==> src/rtl/cdda_pkg.sv <==
// Shared types, constants and calendar helpers for the date day adder.
package cdda_pkg;

  localparam logic ACT_LOAD = 1'b0;
  localparam logic ACT_ADD  = 1'b1;

  // Inverse of 25 modulo 2^32; truncate for narrower years.
  localparam logic [31:0] DIV25_INV = 32'hC28F5C29;
  localparam int YEAR_RESET = 2000;

  localparam logic [3:0] MONTH_JAN    = 4'd1;
  localparam logic [3:0] MONTH_FEB    = 4'd2;
  localparam logic [3:0] MONTH_DEC    = 4'd12;
  localparam logic [4:0] DAY_FIRST    = 5'd1;
  localparam logic [4:0] DAYS_FEB_LEAP = 5'd29;
  localparam logic [4:0] DAYS_FEB      = 5'd28;
  localparam logic [4:0] DAYS_LONG     = 5'd31;

  localparam logic [4:0] MONTH_LEN [12] = '{
    5'd31, 5'd28, 5'd31, 5'd30, 5'd31, 5'd30,
    5'd31, 5'd31, 5'd30, 5'd31, 5'd30, 5'd31
  };

  typedef enum logic [1:0] {
    ST_IDLE,
    ST_LOAD,
    ST_ADD,
    ST_DONE
  } cdda_state_t;

  typedef struct packed {
    logic start_load;
    logic start_add;
    logic add_step;
    logic out_write;
  } cdda_cmd_t;

  typedef struct packed {
    logic add_fits;
    logic out_free;
  } cdda_status_t;

  // Out-of-range months count as 31 days long.
  function automatic logic [4:0] month_days(input logic [3:0] month, input logic leap);
    logic [4:0] d;
    d = DAYS_LONG;
    if (month == MONTH_FEB) begin
      d = leap ? DAYS_FEB_LEAP : DAYS_FEB;
    end else if (month >= MONTH_JAN && month <= MONTH_DEC) begin
      d = MONTH_LEN[month - MONTH_JAN];
    end
    return d;
  endfunction

endpackage

==> src/rtl/cdda_ctrl.sv <==
// Sequencer for the date day adder: load, month walk and result handoff.
module cdda_ctrl
  import cdda_pkg::*;
(
  input  logic         clk,
  input  logic         rst_n,
  input  logic         in_valid,
  input  logic         in_action,
  output logic         in_ready,
  input  cdda_status_t status,
  output cdda_cmd_t    cmd
);

  cdda_state_t state_r, state_nxt;

  always_ff @(posedge clk) begin
    if (!rst_n) begin
      state_r <= ST_IDLE;
    end else begin
      state_r <= state_nxt;
    end
  end

  always_comb begin
    state_nxt = state_r;
    unique case (state_r)
      ST_IDLE: begin
        if (in_valid) begin
          state_nxt = (in_action == ACT_ADD) ? ST_ADD : ST_LOAD;
        end
      end
      // Let the leap flag follow the loaded year before the handoff.
      ST_LOAD: state_nxt = ST_DONE;
      ST_ADD: begin
        if (status.add_fits) begin
          state_nxt = ST_DONE;
        end
      end
      ST_DONE: begin
        if (status.out_free) begin
          state_nxt = ST_IDLE;
        end
      end
      default: state_nxt = ST_IDLE;
    endcase
  end

  always_comb begin
    in_ready = 1'b0;
    cmd      = '0;
    unique case (state_r)
      ST_IDLE: begin
        in_ready       = 1'b1;
        cmd.start_load = in_valid && (in_action == ACT_LOAD);
        cmd.start_add  = in_valid && (in_action == ACT_ADD);
      end
      ST_LOAD: ;
      ST_ADD:  cmd.add_step  = 1'b1;
      ST_DONE: cmd.out_write = status.out_free;
      default: ;
    endcase
  end

endmodule

==> src/rtl/cdda_dp.sv <==
// Datapath for the date day adder: date registers, month walk, leap flag, result.
module cdda_dp
  import cdda_pkg::*;
#(
  parameter int YEAR_BITS = 16,
  parameter int ADD_BITS  = 16
) (
  input  logic                 clk,
  input  logic                 rst_n,
  input  cdda_cmd_t            cmd,
  output cdda_status_t         status,
  input  logic [YEAR_BITS-1:0] in_new_year,
  input  logic [3:0]           in_new_month,
  input  logic [4:0]           in_new_day,
  input  logic [ADD_BITS-1:0]  in_add_days,
  output logic                 out_valid,
  input  logic                 out_ready,
  output logic [YEAR_BITS-1:0] out_cur_year,
  output logic [3:0]           out_cur_month,
  output logic [4:0]           out_cur_day,
  output logic                 out_year_wrapped
);

  localparam int REM_BITS = ADD_BITS + 1;
  localparam logic [YEAR_BITS-1:0] INV25 = DIV25_INV[YEAR_BITS-1:0];
  localparam logic [YEAR_BITS-1:0] DIV25_MAX =
    YEAR_BITS'(((64'd1 << YEAR_BITS) - 64'd1) / 64'd25);

  logic [YEAR_BITS-1:0] year_r;
  logic [3:0]           month_r;
  logic [4:0]           day_r;
  logic                 leap_r;
  logic                 wrap_r;
  logic [REM_BITS-1:0]  rem_r;
  logic                 out_valid_r;

  logic [4:0]           len;
  logic [REM_BITS-1:0]  len_ext;
  logic                 fits;
  logic [YEAR_BITS-1:0] ymul;
  logic                 div25;
  logic                 leap_nxt;

  // A multiple of 25 maps to at most DIV25_MAX under the modular inverse.
  assign ymul     = year_r * INV25;
  assign div25    = (ymul <= DIV25_MAX);
  assign leap_nxt = (year_r[1:0] == 2'b00) && (!div25 || (year_r[3:0] == 4'b0000));

  assign len     = month_days(month_r, leap_r);
  assign len_ext = REM_BITS'(len);
  assign fits    = (rem_r <= len_ext);

  // Register the leap flag from the year; the year changes only on a load or going into January.
  always_ff @(posedge clk) begin
    if (!rst_n) begin
      leap_r <= 1'b1;
    end else begin
      leap_r <= leap_nxt;
    end
  end

  always_ff @(posedge clk) begin
    if (!rst_n) begin
      year_r  <= YEAR_BITS'(YEAR_RESET);
      month_r <= MONTH_JAN;
      day_r   <= DAY_FIRST;
      wrap_r  <= 1'b0;
    end else if (cmd.start_load) begin
      year_r  <= in_new_year;
      month_r <= in_new_month;
      day_r   <= in_new_day;
      wrap_r  <= 1'b0;
    end else if (cmd.start_add) begin
      wrap_r <= 1'b0;
    end else if (cmd.add_step) begin
      if (fits) begin
        day_r <= rem_r[4:0];
      end else if (month_r >= MONTH_DEC) begin
        month_r <= MONTH_JAN;
        if (year_r == '1) begin
          year_r <= '0;
          wrap_r <= 1'b1;
        end else begin
          year_r <= year_r + 1'b1;
        end
      end else begin
        month_r <= month_r + 1'b1;
      end
    end
  end

  // Scratch: day sum during an add.
  always_ff @(posedge clk) begin
    if (cmd.start_add) begin
      rem_r <= REM_BITS'(day_r) + REM_BITS'(in_add_days);
    end else if (cmd.add_step && !fits) begin
      rem_r <= rem_r - len_ext;
    end
  end

  always_ff @(posedge clk) begin
    if (!rst_n) begin
      out_valid_r <= 1'b0;
    end else if (cmd.out_write) begin
      out_valid_r <= 1'b1;
    end else if (out_ready) begin
      out_valid_r <= 1'b0;
    end
  end

  always_ff @(posedge clk) begin
    if (cmd.out_write) begin
      out_cur_year     <= year_r;
      out_cur_month    <= month_r;
      out_cur_day      <= day_r;
      out_year_wrapped <= wrap_r;
    end
  end

  assign out_valid       = out_valid_r;
  assign status.add_fits = fits;
  assign status.out_free = !out_valid_r || out_ready;

endmodule

==> src/rtl/calendar_date_day_adder.sv <==
// Top level of the calendar date day adder: controller plus datapath.
//
// Holds a Gregorian date (year, month, day). Each input transaction either
// loads a date (in_action = 0) or adds in_add_days days (in_action = 1), and
// yields exactly one output transaction with the resulting date and a flag
// that the year wrapped past its maximum during that add.
// Both channels are valid/ready. A transaction is taken only while the
// sequencer is idle; the result sits in an output register, so the next
// input transaction is accepted while that result still waits for out_ready.
// A load reaches the result register after the sequencer's load state (for the
// leap flag to follow the new year) and its handoff state; an add walks month
// by month, with a single month-length subtract per step of the walk loop
// (about 2200 months for the largest 16-bit day count), then hands off. Input
// is ready again the cycle after the result is written.
// If out_ready stays low while an earlier result waits, the finished result
// holds and the sequencer waits in its handoff state. Reset (rst_n low,
// synchronous) sets the date to January 1, 2000 and drops any pending result.
module calendar_date_day_adder
  import cdda_pkg::*;
#(
  parameter int YEAR_BITS = 16,
  parameter int ADD_BITS  = 16
) (
  input  logic                 clk,
  input  logic                 rst_n,
  input  logic                 in_valid,
  output logic                 in_ready,
  input  logic                 in_action,
  input  logic [YEAR_BITS-1:0] in_new_year,
  input  logic [3:0]           in_new_month,
  input  logic [4:0]           in_new_day,
  input  logic [ADD_BITS-1:0]  in_add_days,
  output logic                 out_valid,
  input  logic                 out_ready,
  output logic [YEAR_BITS-1:0] out_cur_year,
  output logic [3:0]           out_cur_month,
  output logic [4:0]           out_cur_day,
  output logic                 out_year_wrapped
);

  cdda_cmd_t    cmd;
  cdda_status_t status;

  // Sequence load, month walk and result handoff.
  cdda_ctrl u_ctrl (
    .clk       (clk),
    .rst_n     (rst_n),
    .in_valid  (in_valid),
    .in_action (in_action),
    .in_ready  (in_ready),
    .status    (status),
    .cmd       (cmd)
  );

  // Hold the date, walk months, track the leap flag, register the result.
  cdda_dp #(
    .YEAR_BITS (YEAR_BITS),
    .ADD_BITS  (ADD_BITS)
  ) u_dp (
    .clk              (clk),
    .rst_n            (rst_n),
    .cmd              (cmd),
    .status           (status),
    .in_new_year      (in_new_year),
    .in_new_month     (in_new_month),
    .in_new_day       (in_new_day),
    .in_add_days      (in_add_days),
    .out_valid        (out_valid),
    .out_ready        (out_ready),
    .out_cur_year     (out_cur_year),
    .out_cur_month    (out_cur_month),
    .out_cur_day      (out_cur_day),
    .out_year_wrapped (out_year_wrapped)
  );

endmodule
==> config.mk <==
export PLATFORM = sky130hd
export DESIGN_NAME = calendar_date_day_adder
export DESIGN_NICKNAME = d
export VERILOG_FILES = /design/src/rtl/cdda_pkg.sv /design/src/rtl/cdda_ctrl.sv /design/src/rtl/cdda_dp.sv /design/src/rtl/calendar_date_day_adder.sv
export SDC_FILE = /design/constraint.sdc
export NUM_CORES = 1
export LEC_CHECK = 0
export BUFFER_PORTS_ARGS = -buffer_cell sky130_fd_sc_hd__buf_2
export CORE_UTILIZATION = 62
export CTS_CLUSTER_SIZE = 10
export DETAILED_ROUTE_END_ITERATION = 12
export PLACE_DENSITY = 0.85
export SETUP_SLACK_MARGIN = 0.02
export SLEW_MARGIN = 25
export SYNTH_ARGS = -nofsm -noshare
export SYNTH_HDL_FRONTEND = slang
export SYNTH_HIERARCHICAL = 1
export SYNTH_SLANG_ARGS = --single-unit
==> constraint.sdc <==
create_clock -name clk -period 6.4 [get_ports clk]
set_input_delay 0.32 -clock clk [delete_from_list [all_inputs] [get_ports clk]]
set_output_delay 0.32 -clock clk [all_outputs]
set_load 0.1 [all_outputs]
==> results of run 1 <==
[cell type report]
class,instances,share of cell area
inverter,63,0.0376
sequential,73,0.300
multi-input combinational,430,0.549
timing repair buffer,75,0.0604
clock buffer,10,0.0203
clock inverter,6,0.0107
tap,108,0.0215
[kinds of logic after synthesis]
logic type	after synthesis
muxes	11
AOI/OAI and AO/OA	104
buffers and inverters	80
DFF	73
xor gates and xnor gates	50
adders and majority gates	98
and+or+nand+nor	167
[worst min-delay path, cell delays in order]
cell	delay, ns
buf_2	0.08
mux2i_1	0.05
nand2_1	0.05
[per-layer routing]
| metal | up-vias | part of all wire |
|---|---|---|
| li1 | 2192 | - |
| met1 | 2181 | 0.42 |
| met2 | 193 | 0.49 |
| met3 | 29 | 0.061 |
| met4 | 0 | 0.024 |
| met5 | - | 0 |
[worst paths after layout]
path	from	endpoint	slack, ns
worst max-delay path	u_dp/year_r[2]$_SDFFE_PN0P_	u_dp/leap_r$_SDFF_PN1_	1.90
worst min-delay path	in_new_day[0]	u_dp/day_r[0]$_SDFFE_PN1P_	0.19
worst max register to register	u_dp/year_r[2]$_SDFFE_PN0P_	u_dp/leap_r$_SDFF_PN1_	1.90
worst min register to register	u_dp/wrap_r$_SDFFE_PP0P_	u_dp/out_year_wrapped$_DFFE_PP_	0.45
[stage by stage]
| stage | hold slack [ns] | power (mW) |
|---|---|---|
| 6_report | 0.191 | 2.59 |
| 5_1_grt | 0.182 | 2.81 |
| 4_1_cts | 0.184 | 2.59 |
| 3_5_place_dp | 0.428 | 2.22 |
| 3_3_place_gp | 0.430 | 2.12 |
| 2_1_floorplan | 0.409 | 1.91 |
[flip-flops by register name, summed over array words and instances, names as in the netlist]
name and cells:
u_dp/out_valid 1, u_dp/wrap_r 1, u_dp/day_r 5, u_dp/out_cur_day 5
u_dp/month_r 4, u_dp/rem_r 17, u_dp/year_r 16, u_ctrl/state_r 2
u_dp/out_year_wrapped 1, u_dp/out_cur_year 16, u_dp/out_cur_month 4, u_dp/leap_r 1
[cells in the mapped netlist, drive strengths merged (3+ instances only)]
cell type	count	area share
ha	78	0.17
inv	62	0.041
edfxtp	43	0.23
nand2	43	0.028
nor2	42	0.029
a21oi	36	0.032
xnor2	32	0.049
dfxtp	30	0.11
fa	20	0.071
o21ai	20	0.018
xor2	18	0.028
nor3	17	0.015
nand3	14	0.013
clkbuf	12	0.0079
nor2b	12	0.013
mux2i	11	0.019
and3	10	0.011
a211oi	5	0.0066
buf	5	0.0082
nand2b	5	0.0055
a21o	4	0.0053
nand4	4	0.0055
a221oi	3	0.0057
a31oi	3	0.0033
and2	3	0.0033
nor4	3	0.0033
o211a	3	0.0053
o211ai	3	0.0040
o21a	3	0.0040
o21bai	3	0.0040
[power by group through the flow]
stage | Clock [mW] | Combinational [mW] | Sequential [mW]
finish | 0.364 | 1.49 | 0.738
global route | 0.388 | 1.68 | 0.750
CTS | 0.367 | 1.49 | 0.736
detailed placement | 0 | 1.47 | 0.746
global placement | 0 | 1.38 | 0.735
floorplan | 0 | 1.13 | 0.778
==> results.yml, run 1 <==
setup_path:
  crit_path_max_incr_delay_ns: 0.54
  worst_r2r_path_depth: 15
  path_buf_inv: 3
  crit_path_end_kind: "flip-flop"
  crit_arrival_ns: 4.73
  worstPathCellList: "inv_1 -> ha_1 -> ha_1 -> inv_1 -> fa_1 -> fa_1 -> inv_1 -> fa_1 -> ha_1 -> ha_1 -> o21ai_0 -> nor2_1 -> o22ai_1 -> a211o_1 -> o32a_1"
  crit_required_ns: 6.63
  worst-setup-path-type: "flip-flop to flip-flop"
  worst-path-max-fanout: 7
  startpoint_type: "flip-flop"
  path_delay_family: "adder cells"
  cp.depth: 15
  cp_common_cell: "ha_1"
  critPathSlowestCell: "fa_1"
cts:
  clock-sinks: 73
  cts_buffers: 9
  clock_latency_ns: 0.34
  cts_tree: "done"
  post_cts_buffers: 0
  cts-root-buf: "clkbuf_8"
  ctsResizeCount: 0
  htreeDepth: 3
  cts_hold_buf: 0
  clk_pin_slew_ns: 0.08
  clk_path_buf_depth: 2
drt:
  ant_nets: 0
  first_pass_iters: 9
  vias_per_cell: 6.01
  drt_iter0_drc: 368
  vias: 4595
  routedWlPerCell_um: 17.3
  wirelength_mm: 13.2
  drc: 10
sta:
  hold_violations: 0
  post-route-period-util: 0.703
  skew_ns: 0.00815
  fin_ws_ns: 1.90
  rsz0062_at_grt: "false"
  relSlewSlack: 0.468
  tns_ns: 0
  timing_worst_slew_pin_value_ns: 0.797
  slew_viol_final: 0
  finalCriticalPeriod_ns: 4.50
  setup_viol: 0
  fmaxAchievable_mhz: 222
global_routing:
  track_usage: 0.293
  use_met1: 0.371
  grt_max_degree: 35
  grt_antenna_before_repair: 0
  busiest_layer: "met2"
  grt-ovfl-total: 0
  grt_first_pass_wirelength_mm: 22.0
  met3_usage: 0.0489
  grt_pass1_vias: 4736
  use_met2: 0.489
cells_and_area:
  utilization: 0.715
  instances_no_fill: 765
  drive_gt1_frac: 0.155
  multi_input_area_um2: 3460
  final_common_cell: "ha_1"
  seqCellArea_um2: 1890
  fill_cells: 622
  antenna_cells: 0
  nets: 796
  areaGrowthSynthToFinish_pct: 10.9
  layout_common_cells: "78 x ha_1, 73 x buf_2, 62 x inv_1"
  finalInstanceArea_um2: 6300
synth:
  synthArstFlopShare: 0
  synth_compound_area_frac: 0.120
  syn_area_um2: 5680
  synthesis.nets: 727
  synth_top_family_by_area: "adder cells"
  yosys.area_share.simple: 0.150
  synth.avg_cell_area_um2: 9.74
  synthMuxAreaShare: 0.0194
  yosysSeqAreaShare: 0.333
  synth_cell_types: 71
  synth_warnings: 6
  ys_seq_elements: 73
  synth_xor_xnor_area_share: 0.0771
  synth_edf_count: 43
  yosys_most_used_dff: "edfxtp_1"
  synthCells: 583
  synth_fa_ha_area_frac: 0.242
floorplan:
  die_h_um: 97.7
  rows: 34
  die-area_um2: 9540
  initial_core_util: 0.645
  ios: 74
  core_um2: 8810
  fp.dieW_um: 97.7
place:
  dp.final_hpwl_mm: 9.99
  placed_area_um2: 6100
  routabilityCongestion: 0.948
  place_ws_ns: 1.92
  port_buffers: 73
  dp_cells: 749
pwr:
  peakVddDrop_mv: 0.286
  power.share.sequential: 0.285
  power_switching_mw: 1.15
  cell_internal_pwr_mw: 1.44
  p_sw_frac: 0.443
  pwr-share-clk: 0.140
  p_comb_frac: 0.575
  power.leakage_nw: 2.81
  p_per_area_nw_per_um2: 412
flow_run:
  drv_cap: 0
outcome:
  violations: "DRC"
  outcome: "finished, violations left"
min_path:
  hold_depth: 3
  hold_class: "input pin to flip-flop"
Note: power is estimated with default switching activity, not from simulation.
==> inputs of run 2 (changes only) <==
--- a/config.mk
+++ b/config.mk
@@ -6,10 +6,10 @@
 export NUM_CORES = 1
 export LEC_CHECK = 0
 export BUFFER_PORTS_ARGS = -buffer_cell sky130_fd_sc_hd__buf_2
-export CORE_UTILIZATION = 62
+export CORE_UTILIZATION = 53
 export CTS_CLUSTER_SIZE = 10
 export DETAILED_ROUTE_END_ITERATION = 12
-export PLACE_DENSITY = 0.85
+export PLACE_DENSITY = 0.77
 export SETUP_SLACK_MARGIN = 0.02
 export SLEW_MARGIN = 25
 export SYNTH_ARGS = -nofsm -noshare
==> constraint.sdc (replaced) <==
create_clock -name clk -period 3.92 [get_ports clk]
set_input_delay 0.196 -clock clk [delete_from_list [all_inputs] [get_ports clk]]
set_output_delay 0.196 -clock clk [all_outputs]
set_load 0.1 [all_outputs]
==> results.yml, run 2 (synthesized netlist as in run 1, its figures left out) <==
place:
  routabilityCongestion: 0.882
  port_buffers: 73
  dp.final_hpwl_mm: 10.5
sta:
  tns_ns: -0.115
  timing_worst_slew_pin_value_ns: 0.979
  relSlewSlack: 0.345
  hold_violations: 0
  rsz0062_at_grt: "true"
  post-route-period-util: 1.03
  whs_ns: 0.0635
  setup_viol: 1
  fmaxAchievable_mhz: 248
  skew_ns: 0.0161
  slew_viol_final: 0
  finalCriticalPeriod_ns: 4.04
  fin_ws_ns: -0.115
setup_path:
  worst-path-max-fanout: 7
  critPathSlowestCell: "fa_1"
  startpoint_type: "flip-flop"
  path_buf_inv: 3
  path_delay_family: "adder cells"
  worst-setup-path-type: "flip-flop to flip-flop"
  r2r_slack_ns: -0.12
  crit_required_ns: 4.16
  worstPathCellList: "inv_1 -> ha_1 -> ha_1 -> inv_1 -> fa_1 -> fa_1 -> inv_2 -> fa_1 -> ha_4 -> ha_4 -> o21ai_2 -> nor2_1 -> o22ai_1 -> a211o_1 -> o32a_1"
  cp_common_cell: "fa_1"
  crit_path_max_incr_delay_ns: 0.52
  crit_arrival_ns: 4.28
  crit_path_end_kind: "flip-flop"
global_routing:
  grt_max_degree: 35
  grt_pass1_vias: 4709
  grt_first_pass_wirelength_mm: 22.7
  track_usage: 0.260
  grt_antenna_before_repair: 0
  grt-ovfl-total: 0
drt:
  drt_iter0_drc: 339
  wirelength_mm: 14.3
  first_pass_iters: 5
  vias: 4744
  vias_per_cell: 5.79
  ant_nets: 0
  routedWlPerCell_um: 17.5
  drc: 0
floorplan:
  initial_core_util: 0.547
  ios: 74
  die_h_um: 105
  rows: 37
  core_um2: 10400
  fp.dieW_um: 105
  die-area_um2: 11100
cells_and_area:
  drive_gt1_frac: 0.255
  utilization: 0.659
  nets: 822
  largest_register: "u_dp/rem_r"
  antenna_cells: 0
  largestRegisters: "u_dp/rem_r x17, u_dp/out_cur_year x16, u_dp/year_r x16"
  final_common_cell: "buf_2"
  largest_reg_flops: 17
  areaGrowthSynthToFinish_pct: 20.3
  layout_common_cells: "73 x buf_2, 59 x ha_1, 58 x inv_1"
cts:
  cts_tree: "done"
  clk_pin_slew_ns: 0.09
  cts-root-buf: "clkbuf_8"
  cts_buffers: 9
  clk_path_buf_depth: 2
  htreeDepth: 3
  clock_latency_ns: 0.35
  clock-sinks: 73
pwr:
  peakVddDrop_mv: 0.392
  power.leakage_nw: 2.96
  p_per_area_nw_per_um2: 713
outcome:
  violations: "setup timing"
  outcome: "finished, violations left"
min_path:
  hold_class: "input pin to flip-flop"
flow_run:
  drv_cap: 0
## run 2: changes by cell type in the layout (fill, tap and decap cells not counted), sizes merged
cell	before	now
clkinvlp	2	0
buf	75	101
clkinv	3	5
inv	63	62
clkbuf	10	11
## run 2: report_power, final
group	switching [mW]	internal (mW)
logic	1.65	1.42
registers	0.150	1.03
clock network	0.294	0.331
total	2.10	2.78
## run 2: per-layer routing
| metal | track usage | wire length, um | up-vias |
|---|---|---|---|
| met2 | 0.418 | 6570 | 201 |
| met5 | 0 | 0 | - |
| met1 | 0.350 | 6340 | 2265 |
| met4 | 0.0893 | 431 | 0 |
| li1 | - | - | 2242 |
| met3 | 0.0532 | 967 | 36 |
## run 2: final timing paths
| check | start | to | cells after the start |
|---|---|---|---|
| max | u_dp/year_r[2]$_SDFFE_PN0P_ | u_dp/leap_r$_SDFF_PN1_ | 15 |
| min | in_new_day[0] | u_dp/day_r[0]$_SDFFE_PN1P_ | 3 |
| max reg2reg | u_dp/year_r[2]$_SDFFE_PN0P_ | u_dp/leap_r$_SDFF_PN1_ | 15 |
| min reg2reg | u_dp/wrap_r$_SDFFE_PP0P_ | u_dp/out_year_wrapped$_DFFE_PP_ | 0 |
## run 2: final cells by class
class / instances / area (um^2)
clock inverter: 5 / 53.8
clock buffer: 11 / 153
timing repair buffer: 101 / 576
tap: 136 / 170
inverter: 63 / 236
fill: 824 / 3540
sequential: 73 / 1920
multi-input combinational: 430 / 3720
## run 2: what timing repair did
item / in CTS / in global routing
setup buffers: 0 / 2
resized for setup: 5 / 31
hold buffers: 0 / 0
pin swaps: 5 / 23
setup endpoints to repair: 1 / 19
## run 2: per-stage QoR
step,std cells,setup slack (ns),power [mW],instance area (um^2)
after floorplan,583,0.0555,3.33,5780
after global placement,801,-0.00988,3.77,6420
after detailed placement,801,-0.138,3.91,6420
after CTS,817,-0.121,4.56,6650
after global routing,819,-0.270,5.25,6830
final,819,-0.115,4.87,6830
## run 2: worst register-to-register path: stages (launching register included)
cell and delay [ns]:
dfxtp_4 0.39, inv_1 0.07, ha_1 0.29, ha_1 0.27
inv_1 0.05, fa_1 0.49, fa_1 0.52, inv_2 0.05
fa_1 0.52, ha_4 0.22, ha_4 0.28, o21ai_2 0.07
nor2_1 0.09, o22ai_1 0.09, a211o_1 0.24, o32a_1 0.29
